`config.mk`:
```
export PLATFORM = sky130hd
export DESIGN_NAME = sequence_replay_window
export DESIGN_NICKNAME = d
export VERILOG_FILES = /design/src/sv/srw_pkg.sv /design/src/sv/sequence_replay_window.sv /design/src/sv/srw_cell.sv
export SDC_FILE = /design/constraint.sdc
export NUM_CORES = 2
export LEC_CHECK = 0
export BUFFER_PORTS_ARGS = -buffer_cell sky130_fd_sc_hd__buf_2
export CORE_ASPECT_RATIO = 0.9
export CORE_UTILIZATION = 43
export CTS_CLUSTER_DIAMETER = 150
export CTS_CLUSTER_SIZE = 40
export DETAILED_ROUTE_END_ITERATION = 10
export HOLD_SLACK_MARGIN = 0.15
export PLACE_DENSITY = 0.55
export SLEW_MARGIN = 0
export SYNTH_ARGS = -nofsm -noshare
export SYNTH_HDL_FRONTEND = slang
export SYNTH_SLANG_ARGS = --single-unit
```
`constraint.sdc`:
```
create_clock -name clk -period 4.8 [get_ports clk]
set_input_delay 0.72 -clock clk [delete_from_list [all_inputs] [get_ports clk]]
set_output_delay 0.72 -clock clk [all_outputs]
set_load 0.03 [all_outputs]
```
`src/sv/srw_pkg.sv`:
```
// ----------------------------------------------------------------------------
// srw_pkg: shared types for the sequence replay window
// Result status codes, controller states and the probe that walks the cells.
// ----------------------------------------------------------------------------
package srw_pkg;

  localparam int unsigned SEQ_W    = 32;
  localparam int unsigned WINDOW_W = 5;

  // Result status codes
  typedef enum logic [1:0] {
    ST_APPENDED  = 2'd0,
    ST_REPLACED  = 2'd1,
    ST_DUPLICATE = 2'd2,
    ST_TOO_OLD   = 2'd3
  } status_t;

  // Controller states
  typedef enum logic [1:0] {
    S_IDLE,
    S_SCAN,
    S_DONE
  } state_t;

  // Probe handed from cell to cell during a scan
  typedef struct packed {
    logic [SEQ_W-1:0] seq;
    logic             dup;
    logic [SEQ_W-1:0] min_val;
  } probe_t;

endpackage

```
`src/sv/sequence_replay_window.sv`:
```
// ----------------------------------------------------------------------------
// sequence_replay_window: anti-replay check on received sequence numbers
// Keeps up to window_size accepted numbers and flags duplicates and stale ones.
// ----------------------------------------------------------------------------
// Each item is first taken from the input, then scanned while a probe walks
// the chain of history cells checking for a duplicate and tracking the
// smallest entry, and then committed: the write-back is done and the result
// register loaded. The next item is taken as soon as the result is loaded; a
// result left waiting on out_ready holds the following item in its commit
// step. Entries are only read once written, so the history needs no clearing
// after reset. A window_size of zero acts as one, and values above
// HISTORY_DEPTH saturate.
// ----------------------------------------------------------------------------
module sequence_replay_window import srw_pkg::*; #(
  parameter int unsigned HISTORY_DEPTH = 16
) (
  input  logic                clk,
  input  logic                rst_n,
  // configuration write
  input  logic                cfg_valid,
  output logic                cfg_ready,
  input  logic [WINDOW_W-1:0] cfg_window_size,
  // input channel
  input  logic                in_valid,
  output logic                in_ready,
  input  logic [SEQ_W-1:0]    in_sequence_number,
  // result channel
  output logic                out_valid,
  input  logic                out_ready,
  output logic                out_accepted,
  output logic [1:0]          out_status
);

  localparam int unsigned IDX_W = (HISTORY_DEPTH > 1) ? $clog2(HISTORY_DEPTH) : 1;
  localparam int unsigned CNT_W = $clog2(HISTORY_DEPTH + 1);
  localparam int unsigned CMP_W = (CNT_W > WINDOW_W) ? CNT_W : WINDOW_W;

  state_t              state_r, state_nxt;
  logic [WINDOW_W-1:0] window_r;
  logic [CNT_W-1:0]    fill_r;
  logic [IDX_W-1:0]    cnt_r;
  logic [SEQ_W-1:0]    seq_r;
  logic                out_valid_r;
  logic                accepted_r;
  status_t             status_r;

  logic                commit;
  logic                wr;
  logic [IDX_W-1:0]    wr_idx;
  logic                fill_inc;
  status_t             status_nxt;
  logic [CMP_W-1:0]    eff_size;
  logic                has_room;

  probe_t              probe  [0:HISTORY_DEPTH];
  logic [IDX_W-1:0]    min_idx[0:HISTORY_DEPTH];

  // Take configuration writes at any time
  assign cfg_ready = 1'b1;

  // Clamp the window to 1..HISTORY_DEPTH
  always_comb begin
    eff_size = CMP_W'(window_r);
    if (window_r == '0) begin
      eff_size = CMP_W'(1);
    end else if (CMP_W'(window_r) > CMP_W'(HISTORY_DEPTH)) begin
      eff_size = CMP_W'(HISTORY_DEPTH);
    end
  end
  assign has_room = CMP_W'(fill_r) < eff_size;

  // Launch probe into the first cell
  assign probe[0]   = '{seq: seq_r, dup: 1'b0, min_val: {SEQ_W{1'b1}}};
  assign min_idx[0] = '0;

  // Chain of history cells
  for (genvar i = 0; i < HISTORY_DEPTH; i++) begin : g_cell
    logic cell_active;
    assign cell_active = CNT_W'(i) < fill_r;

    srw_cell #(
      .IDX_W    (IDX_W),
      .CELL_IDX (i)
    ) u_cell (
      .clk         (clk),
      .active      (cell_active),
      .wr_en       (wr && (wr_idx == IDX_W'(i))),
      .wr_data     (seq_r),
      .probe_in    (probe[i]),
      .min_idx_in  (min_idx[i]),
      .probe_out   (probe[i+1]),
      .min_idx_out (min_idx[i+1])
    );
  end

  // Next state, decision and write-back control
  always_comb begin
    state_nxt  = state_r;
    in_ready   = 1'b0;
    commit     = 1'b0;
    wr         = 1'b0;
    wr_idx     = fill_r[IDX_W-1:0];
    fill_inc   = 1'b0;
    status_nxt = ST_DUPLICATE;
    unique case (state_r)
      S_IDLE: begin
        in_ready = 1'b1;
        if (in_valid) begin
          state_nxt = S_SCAN;
        end
      end
      S_SCAN: begin
        if (cnt_r == IDX_W'(HISTORY_DEPTH - 1)) begin
          state_nxt = S_DONE;
        end
      end
      S_DONE: begin
        if (!out_valid_r || out_ready) begin
          commit    = 1'b1;
          state_nxt = S_IDLE;
          priority if (probe[HISTORY_DEPTH].dup) begin
            status_nxt = ST_DUPLICATE;
          end else if (has_room) begin
            status_nxt = ST_APPENDED;
            wr         = 1'b1;
            fill_inc   = 1'b1;
          end else if (seq_r < probe[HISTORY_DEPTH].min_val) begin
            status_nxt = ST_TOO_OLD;
          end else begin
            status_nxt = ST_REPLACED;
            wr         = 1'b1;
            wr_idx     = min_idx[HISTORY_DEPTH];
          end
        end
      end
      default: begin
        state_nxt = S_IDLE;
      end
    endcase
  end

  // Control registers
  always_ff @(posedge clk) begin
    if (!rst_n) begin
      state_r     <= S_IDLE;
      window_r    <= WINDOW_W'(16);
      fill_r      <= '0;
      cnt_r       <= '0;
      out_valid_r <= 1'b0;
    end else begin
      state_r <= state_nxt;
      if (cfg_valid && cfg_ready) begin
        window_r <= cfg_window_size;
      end
      if (fill_inc) begin
        fill_r <= fill_r + CNT_W'(1);
      end
      if (state_r == S_SCAN) begin
        cnt_r <= cnt_r + IDX_W'(1);
      end else begin
        cnt_r <= '0;
      end
      if (commit) begin
        out_valid_r <= 1'b1;
      end else if (out_ready) begin
        out_valid_r <= 1'b0;
      end
    end
  end

  // Hold the sequence number and the result
  always_ff @(posedge clk) begin
    if (in_valid && in_ready) begin
      seq_r <= in_sequence_number;
    end
    if (commit) begin
      status_r   <= status_nxt;
      accepted_r <= (status_nxt == ST_APPENDED) || (status_nxt == ST_REPLACED);
    end
  end

  assign out_valid    = out_valid_r;
  assign out_accepted = accepted_r;
  assign out_status   = status_r;

endmodule

```
`src/sv/srw_cell.sv`:
```
// ----------------------------------------------------------------------------
// srw_cell: one history entry of the replay window
// Holds one accepted sequence number, checks the passing probe against it for
// a duplicate and for a new minimum, and registers the probe for the next cell.
// ----------------------------------------------------------------------------
module srw_cell import srw_pkg::*; #(
  parameter int unsigned IDX_W    = 4,
  parameter int unsigned CELL_IDX = 0
) (
  input  logic                 clk,
  input  logic                 active,
  input  logic                 wr_en,
  input  logic [SEQ_W-1:0]     wr_data,
  input  probe_t               probe_in,
  input  logic [IDX_W-1:0]     min_idx_in,
  output probe_t               probe_out,
  output logic [IDX_W-1:0]     min_idx_out
);

  logic [SEQ_W-1:0] entry_r;
  probe_t           probe_r;
  probe_t           probe_nxt;
  logic [IDX_W-1:0] min_idx_r;
  logic [IDX_W-1:0] min_idx_nxt;

  // Store a new entry on write
  always_ff @(posedge clk) begin
    if (wr_en) begin
      entry_r <= wr_data;
    end
  end

  // Compare the probe with this entry; later cells win ties on the minimum
  always_comb begin
    probe_nxt   = probe_in;
    min_idx_nxt = min_idx_in;
    if (active) begin
      probe_nxt.dup = probe_in.dup | (entry_r == probe_in.seq);
      if (entry_r <= probe_in.min_val) begin
        probe_nxt.min_val = entry_r;
        min_idx_nxt       = IDX_W'(CELL_IDX);
      end
    end
  end

  // Hand the probe to the next cell
  always_ff @(posedge clk) begin
    probe_r   <= probe_nxt;
    min_idx_r <= min_idx_nxt;
  end

  assign probe_out   = probe_r;
  assign min_idx_out = min_idx_r;

endmodule
```
==> flow_summary_export.csv <==
group,metric,value,unit
outcome,outcome,"finished clean",
grt,grt_pass1_wl,288,mm
drt,drtIter0Drc,4462,
synthesis,synthArstFlopShare,0,%
worst_setup_path,r2r-start,"seq_r[30]$_DFFE_PP_",
drt,via_per_inst,5.44,
synthesis,synth_nets,6092,
timing,timing.final.crit_share,86.1,%
grt,grt-ovfl-total,0,
timing,setup_tns,0,ps
synthesis,synth.cell_area,0.0666,mm^2
grt,antenna_found_initial,15,
timing,hold_viol,0,
worst_setup_path,critPathRequiredTime,5150,ps
timing,worst_slack,665,ps
timing,rsz0062_at_grt,"no",
synthesis,synthTopCellsByArea,"dfxtp_1 (32%), edfxtp_1 (25%), ha_1 (9.7%)",
synthesis,ys_seq_area_share,56.9,%
cells_and_area,final_nets,6136,
synthesis,yosys.area.top_type,"dfxtp_1",
drt,drt_first_pass_iters,6,
clock_network,cts_resized,0,
drt,wl_per_cell,26.3,um
cells_and_area,nFillCells,14000,
synthesis,netlist_instances,5533,
synthesis,synth-main-ff-cell,"dfxtp_1",
worst_setup_path,critPathArrivalTime,4480,ps
worst_setup_path,r2r_setup_slack,660,ps
floorplanning,die_w,417,um
worst_hold_path,min_from,"in_sequence_number[31]",
timing,maxSlewViolCount,0,
run,drv_cap,0,
synthesis,yosys.cell_types.count,81,
timing,skew,31.0,ps
placement,dpl_worst_slack,712,ps
synthesis,yosysWarnings,0,
worst_setup_path,regToRegEndpoint,"g_cell[6].u_cell.entry_r[3]$_DFFE_PP_",
drt,wirelength,202,mm
synthesis,avgSynthCellArea,12.0,um^2
floorplanning,placementRows,136,
worst_setup_path,crit_fanout,32,
grt,grt_max_degree,97,
floorplanning,start_util,43.4,%
grt,grt.total_usage,25.4,%
grt,grt_pass1_vias,40200,
clock_network,cts_setup_buffers,0,
clock_network,cts_tree,"yes",
synthesis,ys_ff_latch,1621,
placement,dp.final_hpwl,150,mm
floorplanning,die-area,0.156,mm^2
timing,tightest_slew,1270,ps
synthesis,synth_top_area_share,32.3,%
synthesis,synth_edf_count,547,
clock_network,clock_sinks,1621,
cells_and_area,area_growth,6.92,%
floorplanning,num_io_pins,48,
drt,drtAntennaViolNets,0,
clock_network,clk_pin_slew,150,ps
pwr,ir_worst_vdd,0.278,mV
floorplanning,core,0.153,mm^2
worst_setup_path,cp-startpoint,"seq_r[30]$_DFFE_PP_",
worst_hold_path,hp-class,"in -> reg",
synthesis,synth_most_common_cell,"dfxtp_1",
drt,num_vias,41800,
clock_network,cts_made_buffers,46,
synthesis,synth_common_cells,"dfxtp_1 (1074), edfxtp_1 (547), inv_1 (536)",
worst_setup_path,timing.critical_path.to,"g_cell[6].u_cell.entry_r[3]$_DFFE_PP_",
timing,setup-violations-final,0,
placement,portBuffers,46,
drt,drc,0,
clock_network,clk_latency,720,ps
floorplanning,fp.dieH,375,um
worst_setup_path,crit_path_end_kind,"register",
timing,period_needed,4140,ps
timing,fmax,0.242,GHz
clock_network,clock_path_buffers,3,
worst_setup_path,start_kind,"register",
cells_and_area,layout-drive-gt1-share,9.98,%
clock_network,cts_hold_buf,16,
clock_network,cts_max_level,2,
clock_network,cts_root_buffer,"clkbuf_16",
worst_setup_path,crit_type,"reg -> reg",
placement,gp_congestion,0.904,
pwr,leakage,31.6,nW
worst_setup_path,r2r_cells,7,
pwr,p_per_area,297,mW/mm^2
timing,maxSlewHeadroom,15.2,%
==> layer usage <==
layer / global-route usage [%] / vias up / part of all wire (%)
met5: 0 / - / 0.011
met4: 4.52 / 4 / 1.8
met3: 2.38 / 167 / 5.8
met2: 41.1 / 1290 / 46
met1: 37.3 / 20600 / 47
li1: - / 19700 / -
==> worst min path at each step <==
stage                                                   end  cells past startpoint
floorplan           g_cell[10].u_cell.probe_out[33]$_DFF_P_                      0
global placement     g_cell[7].u_cell.probe_out[60]$_DFF_P_                      0
detailed placement   g_cell[6].u_cell.probe_out[62]$_DFF_P_                      0
CTS                                     seq_r[13]$_DFFE_PP_                      1
global route                            seq_r[23]$_DFFE_PP_                      1
finish                                  seq_r[31]$_DFFE_PP_                      1
==> final cells by class <==
class	instances	area (um^2)	share of cell area, %
flip-flops and latches	1621	37900	53.3
diodes	1	2.50	0.00351
well taps	2070	2590	3.64
inverters	536	2010	2.83
multi-input cells	3221	26300	36.9
clock inverters	2	28.8	0.0404
repair buffers	151	1070	1.50
clock buffers	82	1310	1.84
==> worst max-delay path, cell delays in order (launching register included) <==
cell       delay [ps]
edfxtp_1          430
ha_1              330
nand4_1           170
or4_1             630
nor4b_2           710
o2111ai_1         680
o22ai_4           300
buf_4             460
==> flip-flops by register name, summed over array words and instances (netlist names) <==
signal,count
out_valid,1
g_cell.u_cell.entry_r,512
state_r,2
out_status,2
cnt_r,4
seq_r,32
fill_r,5
g_cell.u_cell.min_idx_out,49
window_r,5
g_cell.u_cell.probe_out,1008
out_accepted,1
==> where the power goes <==
group	switching [W]	internal (W)	leakage, nW
clock network	0.00403	0.00191	0.635
logic	0.000420	0.000174	17.1
registers	0.000242	0.0144	13.8
total	0.00469	0.0165	31.6
==> metrics by stage <==
step / power [W] / util (%) / cell area [um^2] / hold WS [ps] / instances
floorplan: 0.0151 / - / 66600 / 349 / 5533
global placement: 0.0155 / 45.5 / 69700 / 354 / 7583
detailed placement: 0.0155 / 45.5 / 69700 / 354 / 7583
CTS: 0.0213 / 46.4 / 71200 / 150 / 7683
global route: 0.0218 / 46.4 / 71200 / 163 / 7684
finish: 0.0212 / 46.4 / 71200 / 200 / 7684
==> cell families (layout without fill, tap and decap cells) <==
logic type                 after synthesis  after routing  synth area share, %
AOI/OAI and AO/OA                      669            669                 7.00
xor gates and xnor gates               517            517                 6.80
adders and majority gates              517            517                 9.71
buffers and inverters                  691            771                 4.10
DFF                                   1621           1621                 56.9
muxes                                  357            357                 6.18
other                                    1              2              0.00563
and+or+nand+nor                       1160           1160                 9.26
==> cell usage in the layout (no fill, tap or decap), types with 69 or more instances in the layout <==
cell type and count:
dfxtp_1 1074, edfxtp_1 547, inv_1 536, ha_1 517, nand2_1 332, xnor2_1 298
mux2_2 285, nand4_1 228, xor2_1 219, a21oi_1 142, nand3_1 111, o21ai_0 101
buf_4 88, nor2_1 82, nor4_1 80, a21o_1 69
(Power assumes the default switching activity.)
